## src/design/dbbf_pkg.sv

```systemverilog
`default_nettype none
// ----------------------------------------------------------------------------
// dbbf_pkg
// Types, codes and constants shared by the dual BIOS boot failover block.
// ----------------------------------------------------------------------------
package dbbf_pkg;

    localparam int TIMER_BITS  = 24;
    localparam int CFG_BITS    = 24;
    localparam int APB_DATA    = 32;
    localparam int APB_ADDR    = 3;
    localparam int MAX_RESULTS = 4;
    localparam int SLOT_BITS   = $clog2(MAX_RESULTS);
    localparam int QUEUE_DEPTH = 2;
    localparam int QPTR_BITS   = $clog2(QUEUE_DEPTH);
    localparam int QCNT_BITS   = $clog2(QUEUE_DEPTH + 1);

    localparam logic [CFG_BITS-1:0] START_TICKS_RESET = CFG_BITS'(10000);
    localparam logic [CFG_BITS-1:0] END_TICKS_RESET   = CFG_BITS'(300000);

    localparam logic [15:0] CODE_IDLE        = 16'h00FF;
    localparam logic [15:0] CODE_MBIST_START = 16'hE336;
    localparam logic [15:0] CODE_MBIST_DONE  = 16'hE337;

    // Register indexes on the configuration port.
    localparam logic REG_START_TICKS = 1'b0;
    localparam logic REG_END_TICKS   = 1'b1;

    typedef enum logic [2:0] {
        ACT_TICK      = 3'd0,
        ACT_LPC_RESET = 3'd1,
        ACT_POST_CODE = 3'd2,
        ACT_END_POST  = 3'd3,
        ACT_WATCHDOG  = 3'd4,
        ACT_SELECT    = 3'd5
    } action_t;

    typedef enum logic [2:0] {
        KIND_FAIL     = 3'd0,
        KIND_SWITCH   = 3'd1,
        KIND_MB_START = 3'd2,
        KIND_MB_DONE  = 3'd3,
        KIND_PWR_OFF  = 3'd4,
        KIND_PWR_ON   = 3'd5,
        KIND_MB_WRITE = 3'd6
    } kind_t;

    typedef enum logic [1:0] {
        CAUSE_NONE     = 2'd0,
        CAUSE_START    = 2'd1,
        CAUSE_END      = 2'd2,
        CAUSE_WATCHDOG = 2'd3
    } cause_t;

    typedef struct packed {
        logic [CFG_BITS-1:0] start_ticks;
        logic [CFG_BITS-1:0] end_ticks;
    } cfg_t;

    typedef struct packed {
        kind_t  kind;
        cause_t cause;
        logic   bios;
    } result_t;

    // One queued run: the results caused by one item and the index of its final one.
    typedef struct packed {
        logic [SLOT_BITS-1:0]         last_idx;
        result_t [MAX_RESULTS-1:0]    slot;
    } run_t;

    typedef struct packed {
        logic valid;
        run_t run;
    } qhead_t;

endpackage
`default_nettype wire

```

## src/design/dbbf_in_if.sv

```systemverilog
`default_nettype none
// ----------------------------------------------------------------------------
// dbbf_in_if
// Input event channel: valid/ready handshake with the event payload.
// ----------------------------------------------------------------------------
interface dbbf_in_if;
    logic        valid;
    logic        ready;
    logic [2:0]  action;
    logic        signal_value;
    logic [15:0] post_code;
    logic        mbist_status_zero;
    logic        host_power_on;
    logic        post_reached_standby;
    logic        select_value;
    logic        log_enable;

    modport source (
        output valid, action, signal_value, post_code, mbist_status_zero,
               host_power_on, post_reached_standby, select_value, log_enable,
        input  ready
    );

    modport sink (
        input  valid, action, signal_value, post_code, mbist_status_zero,
               host_power_on, post_reached_standby, select_value, log_enable,
        output ready
    );
endinterface
`default_nettype wire

```

## src/design/dbbf_out_if.sv

```systemverilog
`default_nettype none
// ----------------------------------------------------------------------------
// dbbf_out_if
// Result channel: valid/ready handshake, one result per transfer; last marks an item's final result.
// ----------------------------------------------------------------------------
interface dbbf_out_if;
    logic       valid;
    logic       ready;
    logic [2:0] event_kind;
    logic [1:0] cause;
    logic       bios_select;
    logic       last;

    modport source (
        output valid, event_kind, cause, bios_select, last,
        input  ready
    );

    modport sink (
        input  valid, event_kind, cause, bios_select, last,
        output ready
    );
endinterface
`default_nettype wire

```

## src/design/dbbf_front.sv

```systemverilog
`default_nettype none
// ----------------------------------------------------------------------------
// dbbf_front
// Accepts events, keeps the boot timers, self-test flag and BIOS selection,
// and turns each event that yields results into a run for the queue.
// ----------------------------------------------------------------------------
module dbbf_front (
    input  wire logic          clk,
    input  wire logic          rst_n,
    dbbf_in_if.sink            in_ch,
    input  wire dbbf_pkg::cfg_t cfg,
    input  wire logic          q_full,
    output logic               push,
    output dbbf_pkg::run_t     push_run
);

    logic [dbbf_pkg::TIMER_BITS-1:0] start_rem_reg, start_rem_next;
    logic [dbbf_pkg::TIMER_BITS-1:0] end_rem_reg, end_rem_next;
    logic                            start_armed_reg, start_armed_next;
    logic                            end_armed_reg, end_armed_next;
    logic                            mbist_reg, mbist_next;
    logic                            bios_reg, bios_next;

    logic                            accept;
    logic [2:0]                      n_results;
    logic                            fail_go;
    logic                            fail_pwr;
    dbbf_pkg::cause_t                fail_cause;
    logic [dbbf_pkg::TIMER_BITS-1:0] start_load;
    logic [dbbf_pkg::TIMER_BITS-1:0] end_load;

    assign in_ch.ready = !q_full;
    assign accept      = in_ch.valid && !q_full;
    assign start_load  = dbbf_pkg::TIMER_BITS'(cfg.start_ticks);
    assign end_load    = dbbf_pkg::TIMER_BITS'(cfg.end_ticks);

    always_comb
    begin
        start_rem_next   = start_rem_reg;
        end_rem_next     = end_rem_reg;
        start_armed_next = start_armed_reg;
        end_armed_next   = end_armed_reg;
        mbist_next       = mbist_reg;
        bios_next        = bios_reg;
        push_run         = '0;
        n_results        = 3'd0;
        fail_go          = 1'b0;
        fail_pwr         = 1'b0;
        fail_cause       = dbbf_pkg::CAUSE_NONE;

        if (accept)
        begin
            case (dbbf_pkg::action_t'(in_ch.action))
                dbbf_pkg::ACT_TICK:
                begin
                    if (start_armed_reg)
                    begin
                        if (start_rem_reg <= dbbf_pkg::TIMER_BITS'(1))
                        begin
                            start_armed_next = 1'b0;
                            start_rem_next   = '0;
                            // A start failure that acts stops the end timer too.
                            if (in_ch.host_power_on)
                            begin
                                end_armed_next = 1'b0;
                                end_rem_next   = '0;
                                fail_go        = 1'b1;
                                fail_pwr       = 1'b1;
                                fail_cause     = dbbf_pkg::CAUSE_START;
                            end
                        end
                        else
                        begin
                            start_rem_next = start_rem_reg - dbbf_pkg::TIMER_BITS'(1);
                        end
                    end
                    if (end_armed_next)
                    begin
                        if (end_rem_reg <= dbbf_pkg::TIMER_BITS'(1))
                        begin
                            end_armed_next = 1'b0;
                            end_rem_next   = '0;
                            if (in_ch.host_power_on && !in_ch.post_reached_standby)
                            begin
                                fail_go    = 1'b1;
                                fail_pwr   = 1'b1;
                                fail_cause = dbbf_pkg::CAUSE_END;
                            end
                        end
                        else
                        begin
                            end_rem_next = end_rem_reg - dbbf_pkg::TIMER_BITS'(1);
                        end
                    end
                end
                dbbf_pkg::ACT_LPC_RESET:
                begin
                    if (in_ch.signal_value)
                    begin
                        start_rem_next   = start_load;
                        start_armed_next = 1'b1;
                        end_rem_next     = end_load;
                        end_armed_next   = 1'b1;
                        mbist_next       = 1'b0;
                    end
                end
                dbbf_pkg::ACT_POST_CODE:
                begin
                    if (in_ch.post_code != dbbf_pkg::CODE_IDLE)
                    begin
                        start_armed_next = 1'b0;
                    end
                    if (in_ch.post_code == dbbf_pkg::CODE_MBIST_START &&
                        in_ch.mbist_status_zero)
                    begin
                        push_run.slot[0] = '{dbbf_pkg::KIND_MB_START,
                                             dbbf_pkg::CAUSE_NONE, bios_reg};
                        n_results        = 3'd1;
                        mbist_next       = 1'b1;
                        end_armed_next   = 1'b0;
                    end
                    else if (mbist_reg && in_ch.post_code == dbbf_pkg::CODE_MBIST_DONE)
                    begin
                        push_run.slot[0] = '{dbbf_pkg::KIND_MB_DONE,
                                             dbbf_pkg::CAUSE_NONE, bios_reg};
                        push_run.slot[1] = '{dbbf_pkg::KIND_MB_WRITE,
                                             dbbf_pkg::CAUSE_NONE, bios_reg};
                        n_results        = 3'd2;
                        mbist_next       = 1'b0;
                        end_rem_next     = end_load;
                        end_armed_next   = 1'b1;
                    end
                end
                dbbf_pkg::ACT_END_POST:
                begin
                    if (in_ch.signal_value)
                    begin
                        end_armed_next = 1'b0;
                    end
                end
                dbbf_pkg::ACT_WATCHDOG:
                begin
                    if (in_ch.signal_value)
                    begin
                        end_armed_next = 1'b0;
                        if (in_ch.host_power_on)
                        begin
                            fail_go    = 1'b1;
                            fail_cause = dbbf_pkg::CAUSE_WATCHDOG;
                        end
                    end
                end
                dbbf_pkg::ACT_SELECT:
                begin
                    bios_next = in_ch.select_value;
                    if (in_ch.log_enable)
                    begin
                        push_run.slot[0] = '{dbbf_pkg::KIND_SWITCH,
                                             dbbf_pkg::CAUSE_NONE, in_ch.select_value};
                        n_results        = 3'd1;
                    end
                end
                default:
                begin
                end
            endcase

            // At most one failure acts per item; it builds the whole run.
            if (fail_go)
            begin
                push_run.slot[0] = '{dbbf_pkg::KIND_FAIL, fail_cause, bios_reg};
                n_results        = 3'd1;
                if (!bios_reg)
                begin
                    bios_next = 1'b1;
                    if (fail_pwr)
                    begin
                        push_run.slot[1] = '{dbbf_pkg::KIND_PWR_OFF,
                                             dbbf_pkg::CAUSE_NONE, 1'b0};
                        push_run.slot[2] = '{dbbf_pkg::KIND_SWITCH,
                                             dbbf_pkg::CAUSE_NONE, 1'b1};
                        push_run.slot[3] = '{dbbf_pkg::KIND_PWR_ON,
                                             dbbf_pkg::CAUSE_NONE, 1'b1};
                        n_results        = 3'd4;
                    end
                    else
                    begin
                        push_run.slot[1] = '{dbbf_pkg::KIND_SWITCH,
                                             dbbf_pkg::CAUSE_NONE, 1'b1};
                        n_results        = 3'd2;
                    end
                end
            end
        end

        push_run.last_idx = dbbf_pkg::SLOT_BITS'(n_results - 3'd1);
    end

    assign push = accept && (n_results != 3'd0);

    always_ff @(posedge clk or negedge rst_n)
    begin
        if (!rst_n)
        begin
            start_rem_reg   <= '0;
            end_rem_reg     <= '0;
            start_armed_reg <= 1'b0;
            end_armed_reg   <= 1'b0;
            mbist_reg       <= 1'b0;
            bios_reg        <= 1'b0;
        end
        else
        begin
            start_rem_reg   <= start_rem_next;
            end_rem_reg     <= end_rem_next;
            start_armed_reg <= start_armed_next;
            end_armed_reg   <= end_armed_next;
            mbist_reg       <= mbist_next;
            bios_reg        <= bios_next;
        end
    end

endmodule
`default_nettype wire

```

## src/design/dbbf_queue.sv

```systemverilog
`default_nettype none
// ----------------------------------------------------------------------------
// dbbf_queue
// Short FIFO of result runs between the event front end and the result
// sequencer.
// ----------------------------------------------------------------------------
module dbbf_queue (
    input  wire logic         clk,
    input  wire logic         rst_n,
    input  wire logic         push,
    input  wire dbbf_pkg::run_t push_run,
    output logic              full,
    input  wire logic         pop,
    output dbbf_pkg::qhead_t  head
);

    dbbf_pkg::run_t                   mem [dbbf_pkg::QUEUE_DEPTH];
    logic [dbbf_pkg::QPTR_BITS-1:0]   wr_ptr_reg, wr_ptr_next;
    logic [dbbf_pkg::QPTR_BITS-1:0]   rd_ptr_reg, rd_ptr_next;
    logic [dbbf_pkg::QCNT_BITS-1:0]   count_reg, count_next;
    logic                             do_push;
    logic                             do_pop;

    assign full       = (count_reg == dbbf_pkg::QCNT_BITS'(dbbf_pkg::QUEUE_DEPTH));
    assign head.valid = (count_reg != '0);
    assign head.run   = mem[rd_ptr_reg];
    assign do_push    = push && !full;
    assign do_pop     = pop && head.valid;

    always_comb
    begin
        wr_ptr_next = wr_ptr_reg;
        rd_ptr_next = rd_ptr_reg;
        count_next  = count_reg;
        if (do_push)
        begin
            wr_ptr_next = (wr_ptr_reg == dbbf_pkg::QPTR_BITS'(dbbf_pkg::QUEUE_DEPTH - 1))
                          ? '0 : wr_ptr_reg + dbbf_pkg::QPTR_BITS'(1);
        end
        if (do_pop)
        begin
            rd_ptr_next = (rd_ptr_reg == dbbf_pkg::QPTR_BITS'(dbbf_pkg::QUEUE_DEPTH - 1))
                          ? '0 : rd_ptr_reg + dbbf_pkg::QPTR_BITS'(1);
        end
        case ({do_push, do_pop})
            2'b10:   count_next = count_reg + dbbf_pkg::QCNT_BITS'(1);
            2'b01:   count_next = count_reg - dbbf_pkg::QCNT_BITS'(1);
            default: count_next = count_reg;
        endcase
    end

    always_ff @(posedge clk)
    begin
        if (do_push)
        begin
            mem[wr_ptr_reg] <= push_run;
        end
    end

    always_ff @(posedge clk or negedge rst_n)
    begin
        if (!rst_n)
        begin
            wr_ptr_reg <= '0;
            rd_ptr_reg <= '0;
            count_reg  <= '0;
        end
        else
        begin
            wr_ptr_reg <= wr_ptr_next;
            rd_ptr_reg <= rd_ptr_next;
            count_reg  <= count_next;
        end
    end

endmodule
`default_nettype wire

```

## src/design/dbbf_back.sv

```systemverilog
`default_nettype none
// ----------------------------------------------------------------------------
// dbbf_back
// Walks the run at the queue head and presents its results one per cycle
// through the output register while the receiver is ready.
// ----------------------------------------------------------------------------
module dbbf_back (
    input  wire logic          clk,
    input  wire logic          rst_n,
    input  wire dbbf_pkg::qhead_t head,
    output logic               pop,
    dbbf_out_if.source         out_ch
);

    logic [dbbf_pkg::SLOT_BITS-1:0] idx_reg, idx_next;
    logic                           valid_reg, valid_next;
    dbbf_pkg::result_t              res_reg, res_next;
    logic                           last_reg, last_next;
    logic                           load;
    logic                           at_last;

    assign load    = head.valid && (!valid_reg || out_ch.ready);
    assign at_last = (idx_reg == head.run.last_idx);
    assign pop     = load && at_last;

    always_comb
    begin
        idx_next   = idx_reg;
        valid_next = valid_reg;
        res_next   = res_reg;
        last_next  = last_reg;
        if (load)
        begin
            valid_next = 1'b1;
            res_next   = head.run.slot[idx_reg];
            last_next  = at_last;
            idx_next   = at_last ? '0 : idx_reg + dbbf_pkg::SLOT_BITS'(1);
        end
        else if (out_ch.ready)
        begin
            valid_next = 1'b0;
        end
    end

    always_ff @(posedge clk or negedge rst_n)
    begin
        if (!rst_n)
        begin
            idx_reg   <= '0;
            valid_reg <= 1'b0;
        end
        else
        begin
            idx_reg   <= idx_next;
            valid_reg <= valid_next;
        end
    end

    always_ff @(posedge clk)
    begin
        res_reg  <= res_next;
        last_reg <= last_next;
    end

    assign out_ch.valid       = valid_reg;
    assign out_ch.event_kind  = res_reg.kind;
    assign out_ch.cause       = res_reg.cause;
    assign out_ch.bios_select = res_reg.bios;
    assign out_ch.last        = last_reg;

endmodule
`default_nettype wire

```

## src/design/dual_bios_boot_failover.sv

```systemverilog
`default_nettype none
// ----------------------------------------------------------------------------
// dual_bios_boot_failover
// Boot watchdog for a host with two BIOS images: tracks start and end of POST
// timers and fails over to the backup BIOS when boot stalls.
// ----------------------------------------------------------------------------
// Usage:
// in_ch takes one event per item (tick, LPC reset, POST code, end of POST,
// watchdog timeout, manual select). out_ch gives zero to four results per
// item; the final result of an item carries last. The APB port holds the
// start and end timeout registers (byte addresses 0 and 4); write them only
// while the block is idle. pready is always high.
// Flow: the first result of an item passes through the run queue and then
// the output register. The output register delivers one result per cycle
// while the receiver is ready, and an item has at most four results; an item
// with no results puts nothing on out_ch. A two-entry run queue lets events be
// accepted every cycle while the queue is not full and earlier results drain.
// Reset clears both timers, the self-test flag and selects the primary BIOS;
// the timeout registers return to 10000 and 300000 ticks. When the receiver
// stalls, the held result stays in place, the queue fills, and in_ch.ready
// drops once two runs are waiting.
// ----------------------------------------------------------------------------
module dual_bios_boot_failover (
    input  wire logic                          clk,
    input  wire logic                          rst_n,
    dbbf_in_if.sink                            in_ch,
    dbbf_out_if.source                         out_ch,
    input  wire logic                          psel,
    input  wire logic                          penable,
    input  wire logic                          pwrite,
    input  wire logic [dbbf_pkg::APB_ADDR-1:0] paddr,
    input  wire logic [dbbf_pkg::APB_DATA-1:0] pwdata,
    output logic      [dbbf_pkg::APB_DATA-1:0] prdata,
    output logic                               pready
);

    logic [dbbf_pkg::CFG_BITS-1:0] start_ticks_reg;
    logic [dbbf_pkg::CFG_BITS-1:0] end_ticks_reg;
    logic                          cfg_wr;
    logic                          reg_sel;
    dbbf_pkg::cfg_t                cfg;
    logic                          q_full;
    logic                          push;
    dbbf_pkg::run_t                push_run;
    logic                          pop;
    dbbf_pkg::qhead_t              head;

    assign pready  = 1'b1;
    assign reg_sel = paddr[2];
    assign cfg_wr  = psel && penable && pwrite;
    assign prdata  = (reg_sel == dbbf_pkg::REG_END_TICKS)
                     ? dbbf_pkg::APB_DATA'(end_ticks_reg)
                     : dbbf_pkg::APB_DATA'(start_ticks_reg);

    always_ff @(posedge clk or negedge rst_n)
    begin
        if (!rst_n)
        begin
            start_ticks_reg <= dbbf_pkg::START_TICKS_RESET;
            end_ticks_reg   <= dbbf_pkg::END_TICKS_RESET;
        end
        else if (cfg_wr)
        begin
            if (reg_sel == dbbf_pkg::REG_START_TICKS)
            begin
                start_ticks_reg <= pwdata[dbbf_pkg::CFG_BITS-1:0];
            end
            else
            begin
                end_ticks_reg <= pwdata[dbbf_pkg::CFG_BITS-1:0];
            end
        end
    end

    assign cfg.start_ticks = start_ticks_reg;
    assign cfg.end_ticks   = end_ticks_reg;

    dbbf_front u_front (
        .clk      (clk),
        .rst_n    (rst_n),
        .in_ch    (in_ch),
        .cfg      (cfg),
        .q_full   (q_full),
        .push     (push),
        .push_run (push_run)
    );

    dbbf_queue u_queue (
        .clk      (clk),
        .rst_n    (rst_n),
        .push     (push),
        .push_run (push_run),
        .full     (q_full),
        .pop      (pop),
        .head     (head)
    );

    dbbf_back u_back (
        .clk    (clk),
        .rst_n  (rst_n),
        .head   (head),
        .pop    (pop),
        .out_ch (out_ch)
    );

`ifndef SYNTHESIS
    // Only a boot fail log carries a cause.
    assert property (@(posedge clk) disable iff (!rst_n)
        out_ch.valid && out_ch.cause != dbbf_pkg::CAUSE_NONE
        |-> out_ch.event_kind == dbbf_pkg::KIND_FAIL)
        else $error("cause set on a result that is not a boot fail log");

    // A power off request is always followed at once by the switch to backup.
    assert property (@(posedge clk) disable iff (!rst_n)
        out_ch.valid && out_ch.ready && out_ch.event_kind == dbbf_pkg::KIND_PWR_OFF
        |=> out_ch.valid && out_ch.event_kind == dbbf_pkg::KIND_SWITCH
            && out_ch.bios_select)
        else $error("power off not followed by a switch to the backup BIOS");

    // Power on is only requested after failing over to the backup BIOS.
    assert property (@(posedge clk) disable iff (!rst_n)
        out_ch.valid && out_ch.event_kind == dbbf_pkg::KIND_PWR_ON
        |-> out_ch.bios_select && out_ch.last)
        else $error("power on result without backup BIOS or not final");
`endif

endmodule
`default_nettype wire

```

## src/flat_wrapper.sv

```systemverilog
// flat-port wrapper written by rule: the top's interface ports become plain ports
module dual_bios_boot_failover_flat 
  (clk, rst_n, psel, penable, pwrite, paddr, pwdata, prdata, pready, in_ch_valid, in_ch_action, in_ch_signal_value, in_ch_post_code, in_ch_mbist_status_zero, in_ch_host_power_on, in_ch_post_reached_standby, in_ch_select_value, in_ch_log_enable, in_ch_ready, out_ch_valid, out_ch_event_kind, out_ch_cause, out_ch_bios_select, out_ch_last, out_ch_ready);
  dbbf_in_if in_ch_i ();
  dbbf_out_if out_ch_i ();
  input  wire logic clk;
  input  wire logic rst_n;
  input  wire logic psel;
  input  wire logic penable;
  input  wire logic pwrite;
  input  wire logic [dbbf_pkg::APB_ADDR-1:0] paddr;
  input  wire logic [dbbf_pkg::APB_DATA-1:0] pwdata;
  output logic      [dbbf_pkg::APB_DATA-1:0] prdata;
  output logic pready;
  input wire logic [$bits(in_ch_i.valid)-1:0] in_ch_valid;
  input wire logic [$bits(in_ch_i.action)-1:0] in_ch_action;
  input wire logic [$bits(in_ch_i.signal_value)-1:0] in_ch_signal_value;
  input wire logic [$bits(in_ch_i.post_code)-1:0] in_ch_post_code;
  input wire logic [$bits(in_ch_i.mbist_status_zero)-1:0] in_ch_mbist_status_zero;
  input wire logic [$bits(in_ch_i.host_power_on)-1:0] in_ch_host_power_on;
  input wire logic [$bits(in_ch_i.post_reached_standby)-1:0] in_ch_post_reached_standby;
  input wire logic [$bits(in_ch_i.select_value)-1:0] in_ch_select_value;
  input wire logic [$bits(in_ch_i.log_enable)-1:0] in_ch_log_enable;
  output wire logic [$bits(in_ch_i.ready)-1:0] in_ch_ready;
  output wire logic [$bits(out_ch_i.valid)-1:0] out_ch_valid;
  output wire logic [$bits(out_ch_i.event_kind)-1:0] out_ch_event_kind;
  output wire logic [$bits(out_ch_i.cause)-1:0] out_ch_cause;
  output wire logic [$bits(out_ch_i.bios_select)-1:0] out_ch_bios_select;
  output wire logic [$bits(out_ch_i.last)-1:0] out_ch_last;
  input wire logic [$bits(out_ch_i.ready)-1:0] out_ch_ready;
  assign in_ch_i.valid = in_ch_valid;
  assign in_ch_i.action = in_ch_action;
  assign in_ch_i.signal_value = in_ch_signal_value;
  assign in_ch_i.post_code = in_ch_post_code;
  assign in_ch_i.mbist_status_zero = in_ch_mbist_status_zero;
  assign in_ch_i.host_power_on = in_ch_host_power_on;
  assign in_ch_i.post_reached_standby = in_ch_post_reached_standby;
  assign in_ch_i.select_value = in_ch_select_value;
  assign in_ch_i.log_enable = in_ch_log_enable;
  assign in_ch_ready = in_ch_i.ready;
  assign out_ch_valid = out_ch_i.valid;
  assign out_ch_event_kind = out_ch_i.event_kind;
  assign out_ch_cause = out_ch_i.cause;
  assign out_ch_bios_select = out_ch_i.bios_select;
  assign out_ch_last = out_ch_i.last;
  assign out_ch_i.ready = out_ch_ready;
  dual_bios_boot_failover u_core (.clk(clk), .rst_n(rst_n), .in_ch(in_ch_i), .out_ch(out_ch_i), .psel(psel), .penable(penable), .pwrite(pwrite), .paddr(paddr), .pwdata(pwdata), .prdata(prdata), .pready(pready));
endmodule
```

## config.mk

```make
export PLATFORM = sky130hd
export DESIGN_NAME = dual_bios_boot_failover_flat
export DESIGN_NICKNAME = d
export VERILOG_FILES = /design/src/design/dbbf_pkg.sv /design/src/design/dbbf_in_if.sv /design/src/design/dbbf_out_if.sv /design/src/design/dbbf_front.sv /design/src/design/dbbf_queue.sv /design/src/design/dbbf_back.sv /design/src/design/dual_bios_boot_failover.sv /design/src/flat_wrapper.sv
export SDC_FILE = /design/constraint.sdc
export NUM_CORES = 1
export LEC_CHECK = 0
export ABC_AREA = 1
export BUFFER_PORTS_ARGS = -buffer_cell sky130_fd_sc_hd__buf_4
export CAP_MARGIN = 20
export CELL_PAD_IN_SITES_DETAIL_PLACEMENT = 1
export CELL_PAD_IN_SITES_GLOBAL_PLACEMENT = 2
export CORE_MARGIN = 3
export CORE_UTILIZATION = 38
export DETAILED_ROUTE_END_ITERATION = 12
export PLACE_DENSITY_LB_ADDON = 0.25
export SLEW_MARGIN = 20
export SYNTH_ARGS = -nofsm -noshare
export SYNTH_HDL_FRONTEND = slang
export SYNTH_HIERARCHICAL = 1
export SYNTH_SLANG_ARGS = --single-unit
```

## constraint.sdc

```tcl
create_clock -name clk -period 6.9 [get_ports clk]
set_input_delay 0.345 -clock clk [delete_from_list [all_inputs] [get_ports clk]]
set_output_delay 0.345 -clock clk [all_outputs]
set_load 0.005 [all_outputs]
```

Yosys cells after proc, flatten, opt, wreduce, memory -nomap -nowiden
Memory sizes are Yosys's and may differ from the RTL's.
Cells that the tools add are included.
{"block": "classes", "n_eq_ne": 22, "mux": 85, "n_lt_le_gt_ge": 3, "addsub": 8, "reduce_logical": 32, "bitwise_logic": 1}
{"operator": "24-bit two-way mux", "n": 14}
{"operator": "24-bit case mux with 3 select lines", "n": 1}
{"operator": "24-bit by 1-bit less-or-equal comparator with 1-bit output (second input constant)", "n": 2}
{"operator": "24-bit case mux with 2 select lines", "n": 1}
{"operator": "24-bit by 1-bit subtractor with 24-bit output (second input constant)", "n": 2}
{"operator": "1-bit two-way mux", "n": 39}
{"operator": "16-bit == test (second input constant)", "n": 2}
{"operator": "6-bit two-way mux", "n": 5}
{"operator": "12-bit two-way mux", "n": 2}
{"operator": "18-bit two-way mux", "n": 1}
{"operator": "16-bit by 8-bit inequality test with 1-bit output (second input constant)", "n": 1}
{"operator": "3-bit two-way mux", "n": 5}
{"operator": "2-bit two-way mux", "n": 7}
{"operator": "6-bit binary-select mux with 2-bit select", "n": 1}
{"operator": "3-bit inequality test (second input constant)", "n": 4}
{"operator": "6-bit case mux with 2 select lines", "n": 1}
{"operator": "4-bit AND reduction", "n": 3}
{"operator": "1-bit logical AND", "n": 11}
{"operator": "2-bit inequality test (second input constant)", "n": 5}
{"operator": "2-bit nonzero test", "n": 5}
{"operator": "2-bit case mux with 2 select lines", "n": 2}
{"operator": "8-bit AND reduction", "n": 1}
{"operator": "3-bit by 2-bit == test with 1-bit output (second input constant)", "n": 2}
{"operator": "3-bit == test (second input constant)", "n": 2}
{"operator": "23 further kinds", "n": 32}
{"block": "word_totals", "out_inout_bits": 42, "in_bits": 67, "elab_cells": 169, "ramBits": 52, "ff_bits": 114, "mem_count": 1}
{"name": "u_core.u_queue.mem", "depth": 2, "word_bits": 26, "read_ports": 1, "rd_ports_with_merged_regs": 0, "wr": 1, "line": "dbbf_queue.sv:17", "text": "dbbf_pkg::run_t mem [dbbf_pkg::QUEUE_DEPTH];"}

Longest topological paths before layout
{"block": "depth", "ltp_word": 17, "depth_mapped": 22, "depth_no_buf": 22}

Cells and area by module
The synthesis kept the hierarchy.
{"module": "dbbf_front", "seq_area_each_um2": 1301.2, "cells_each": 784, "area_each_um2": 4719.5, "instances": 1}
{"module": "dbbf_queue", "seq_area_each_um2": 1661.6, "cells_each": 167, "area_each_um2": 2366.0, "instances": 1}
{"module": "dual_bios_boot_failover", "seq_area_each_um2": 1217.4, "cells_each": 300, "area_each_um2": 2293.4, "instances": 1}
{"module": "dbbf_back", "seq_area_each_um2": 285.3, "cells_each": 69, "area_each_um2": 656.9, "instances": 1}

Least setup slack after synthesis
No wires, ideal clock.
{"block": "synth_path", "path_kind": "register to register", "from": "register u_core/u_front/start_rem_reg[0] (netlist bit)", "to": "memory u_core/u_queue/mem[1][0] (netlist bit), enable pin", "required_ns": 6.491, "arrival_time_ns": 3.291, "synth_period_minus_slack_ns": 3.700, "setup_ns": 0.409, "stages_incl_launch_ff": 18, "path_buffers": 0, "slack_ns": 3.200, "path_cell_list": "dfrtp_1 inv_1 ha_1 inv_1 nand2_1 nand2_1 nor2_1 nand3_1 nor2_1 nor2_2 nand2_1 nand2_1 nand2_1 nand3_1 ha_1 o21ai_0 o21ai_2 nor2_1"}
{"block": "synth_via", "elab_chain_cells": 17, "elab_cells_between_ends": 23, "classes_between": "1 x order compare; 19 x mux; 3 x reduce/logical"}
{"item": "start, declared", "line": "dbbf_front.sv:17", "text": "logic [dbbf_pkg::TIMER_BITS-1:0] start_rem_reg, start_rem_next;"}
{"item": "start signal, assigned", "line": "dbbf_front.sv:214", "text": "start_rem_reg <= start_rem_next;"}
{"item": "24-bit by 1-bit less-or-equal comparator with 1-bit output (*)", "line": "dbbf_front.sv:58", "text": "if (start_rem_reg <= dbbf_pkg::TIMER_BITS'(1))"}
{"item": "1-bit two-way mux", "line": "dbbf_front.sv:58"}
{"item": "1-bit two-way mux", "line": "dbbf_front.sv:56", "text": "if (start_armed_reg)"}
{"item": "1-bit two-way mux (on tied branches)", "line": "dbbf_front.sv:83, dbbf_front.sv:53"}
{"item": "1-bit two-way mux (on tied branches)", "line": "dbbf_front.sv:79, dbbf_front.sv:51"}
{"item": "1-bit two-way mux (*)", "line": "dbbf_front.sv:77", "text": "if (end_armed_next)"}
{"item": "1-bit two-way mux", "line": "dbbf_front.sv:53", "text": "case (dbbf_pkg::action_t'(in_ch.action))"}
{"item": "1-bit two-way mux", "line": "dbbf_front.sv:51", "text": "if (accept)"}
{"item": "[... 2 more ...]"}
{"item": "3-bit two-way mux (*)", "line": "dbbf_front.sv:169", "text": "if (fail_go)"}
{"item": "3-bit two-way mux (*)", "line": "dbbf_front.sv:51"}
{"item": "3-bit nonzero test (*)", "line": "dbbf_front.sv:199", "text": "assign push = accept && (n_results != 3'd0);"}
{"item": "1-bit logical AND (*)", "line": "dbbf_front.sv:199"}
{"item": "named net u_core.push", "line": "dual_bios_boot_failover.sv:43", "text": "logic push;"}
{"item": "1-bit logical AND (*)", "line": "dbbf_queue.sv:27", "text": "assign do_push = push && !full;"}
{"item": "1-bit two-way mux (*)", "line": "dbbf_queue.sv:54", "text": "if (do_push)"}
{"item": "1-bit two-way mux (not written as such) (*)", "line": "dbbf_queue.sv:56", "text": "mem[wr_ptr_reg] <= push_run;"}
{"item": "end, declared", "line": "dbbf_queue.sv:17"}
Mark *: on every way through the listed nets, which the timed path passes. The rest lies on a longest branch. The select of a mux whose other input is x is not followed.

Final worst setup path
{"block": "layout_path", "from": "register u_core/u_front/start_rem_reg[0] (netlist bit)", "to": "memory u_core/u_queue/mem[0][19] (netlist bit), enable pin"}
Same word-level chain as after synthesis.

==> impl_metrics.yaml <==
global_routing:
  busiest_layer: "met2"
  antenna_found_initial: 1
  track_usage_pct: 21.6
  grtUsageMet3_pct: 4.11
  grt_max_degree: 77
  grt_pass1_vias: 8999
  grt_use_met2_pct: 36.9
  use_met1_pct: 29.0
  grt_pass1_wl_um: 48700
  overflow: 0
synth:
  synth_top_area_share_pct: 23.4
  syn_area_um2: 10000
  yosys_most_used_dff: "dfrtp_1"
  synthArstFlopShare_pct: 64.5
  synth-seq-cells: 166
  ys_top_cells_by_area: "dfrtp_1, edfxtp_1, nand2_1, nor2_1, nand3_1"
  synth.distinct_cells: 43
  synth_largest_area_cell: "dfrtp_1"
  synth_warnings: 6
  synth_cells: 1320
  synth_seq_area_share_pct: 44.5
  synth_edf_count: 59
  syn_avg_cell_area_um2: 7.60
sta:
  tightest_slew_ps: 1010
  setup_tns_ps: 0
  layout_min_cycle_time_ps: 3920
  fin_crit_sh_pct: 56.9
  setup_viol: 0
  max_slew_margin_pct: 32.8
  report.final.slew_viol_count: 0
  grt_setup_unrepaired: "no"
  fin_skew_ps: 15.9
  hold_viol_final: 0
  fmax_ghz: 0.255
die:
  start_util_pct: 39.3
  die_h_um: 169
  dieArea_um2: 28400
  fp.dieW_um: 169
  rows: 58
  core_area_um2: 25500
  io_pins: 109
drt:
  drc: 0
  vias: 8600
  wirelength_um: 30100
  wl_per_cell_um: 17.4
  firstDrtPassIters: 5
  drt-initial-drc-count: 463
  vias_per_cell: 4.97
  antenna_left: 0
critical_path:
  reg2regPathDepth: 18
  cp.required_ps: 7040
  path_max_fanout: 16
  cp-start-kind: "flop"
  path_class: "reg -> reg"
  critPathCaptureType: "flop"
  arrival_ps: 4070
cells_and_area:
  diodes: 0
  num-nets-final: 1460
  drive_gt1_share_pct: 17.5
  regMostFlops: "u_core/u_queue/mem"
  largest_reg_flops: 52
  nFillCells: 3200
  syn_to_final_growth_pct: 13.6
  layout_common_cells: "nand2_1, nor2_1, nand3_1, inv_1, buf_4"
  multi_input_area_um2: 4700
  seq_area_um2: 4470
  layout_commonest_cell: "nand2_1"
  finalNonFillerCells: 1730
clock_tree:
  path_clk_slew_ps: 80
  clkLatencyLatePin_ps: 440
  cts_max_path_buffers: 2
  h-tree-depth: 4
  cts_tree: "done"
  clock_sinks: 166
  postCtsSetupBuffers: 0
  cts_root_buf: "clkbuf_16"
  cts_buffers: 17
flow_run:
  drv_cap: 0
hold_path:
  whs_path_depth: 3
  hp-class: "in -> reg"
pwr:
  ir_worst_vdd_mv: 0.302
  leakage_uw: 0.00563
  p_per_area_nw_per_um2: 357
placed_design:
  place.gp.congestion: 0.846
  numPortBuffers: 89
  dpl.cell_count: 1696
  hpwl_um: 21800
status:
  status: "finished clean"
## kinds of logic after synthesis
kind of cell	synth area share [%]
buffers and inverters	9.35
xor gates and xnor gates	1.92
DFF	44.5
other	0.112
AOI/OAI and AO/OA	6.12
adders and majority gates	0.748
and+or+nand+nor	37.3
## power breakdown
part	switching, µW	internal [µW]	leakage, µW
clock	478	526	0.000302
sequential	286	1280	0.00180
combinational	948	551	0.00353
## routing by layer
layer	share of wire [%]	wire [µm]
met1	47	14100
met2	49	14600
met3	3.8	1130
met4	0.89	267
met5	0.066	20
## cells in the mapped netlist (3+ instances only)
cell type	instances
o21ai_1	3
clkbuf_1	12
nor3_1	10
nand3b_1	4
nand3_1	110
inv_2	10
xnor2_1	6
nor2_4	4
o21ai_0	19
inv_1	99
nand2_1	454
nand4_1	26
nor2_2	17
nor4_1	4
nor2_1	164
a22oi_1	14
a21oi_1	44
buf_4	28
o21ai_2	5
dfrtp_1	94
ha_1	6
nand2_4	20
buf_12	3
dfstp_2	13
nand2_2	26
buf_2	15
buf_6	10
edfxtp_1	59
o22ai_2	6
xor2_1	16
conb_1	3
## through the flow
| stage | power (µW) | area [µm²] | util, % | hold slack, ps | setup slack [ps] |
|---|---|---|---|---|---|
| CTS | 4110 | 11400 | 44.6 | 121 | 2930 |
| finish | 4070 | 11400 | 44.6 | 132 | 2980 |
| global route | 4400 | 11400 | 44.6 | 136 | 2560 |
| floorplan | 2660 | 10100 | - | 49.4 | 3200 |
| detailed placement | 3090 | 10800 | 42.1 | 325 | 2960 |
| global placement | 3030 | 10700 | 42.0 | 324 | 2780 |
## cell type report
class | instances | share of cell area (%)
multi-input combinational | 990 | 41.2
sequential | 166 | 39.2
timing repair buffer | 100 | 6.81
inverter | 112 | 3.82
clock buffer | 17 | 3.73
tap | 330 | 3.62
clock inverter | 15 | 1.67
## worst max-delay path, cell delays in order (launching register included)
cell and delay, ps:
dfrtp_1 380, inv_1 120, ha_1 200, inv_1 60, nand2_1 80, nand2_1 50, nor2_1 150, nand3_1 170
nor2_1 260, nor2_2 210, nand2_1 160, nand2_1 130, nand2_1 110, nand3_1 140, ha_1 210, o21ai_0 340
nand3_1 170, inv_1 460, buf_16 230
## worst paths after layout
kind                            slack (ps)                          to                             from
worst min register to register         480    u_core/end_ticks_reg[15]         u_core/end_ticks_reg[15]
max in group asynchronous             5400  u_core/start_ticks_reg[12]                            rst_n
worst max-delay path                  2980   u_core/u_queue/mem[0][19]  u_core/u_front/start_rem_reg[0]
worst max register to register        2980   u_core/u_queue/mem[0][19]  u_core/u_front/start_rem_reg[0]
worst min-delay path                   130     u_core/end_ticks_reg[7]                        pwdata[7]
min in group asynchronous              380   u_core/start_ticks_reg[7]                            rst_n
## what timing repair did
action	CTS	global route
gates resized for setup	0	0
hold endpoints to repair	23	0
endpoints found under the setup margin	0	0
hold buffers	1	0
No activity file was read; power rests on OpenSTA's default activity.
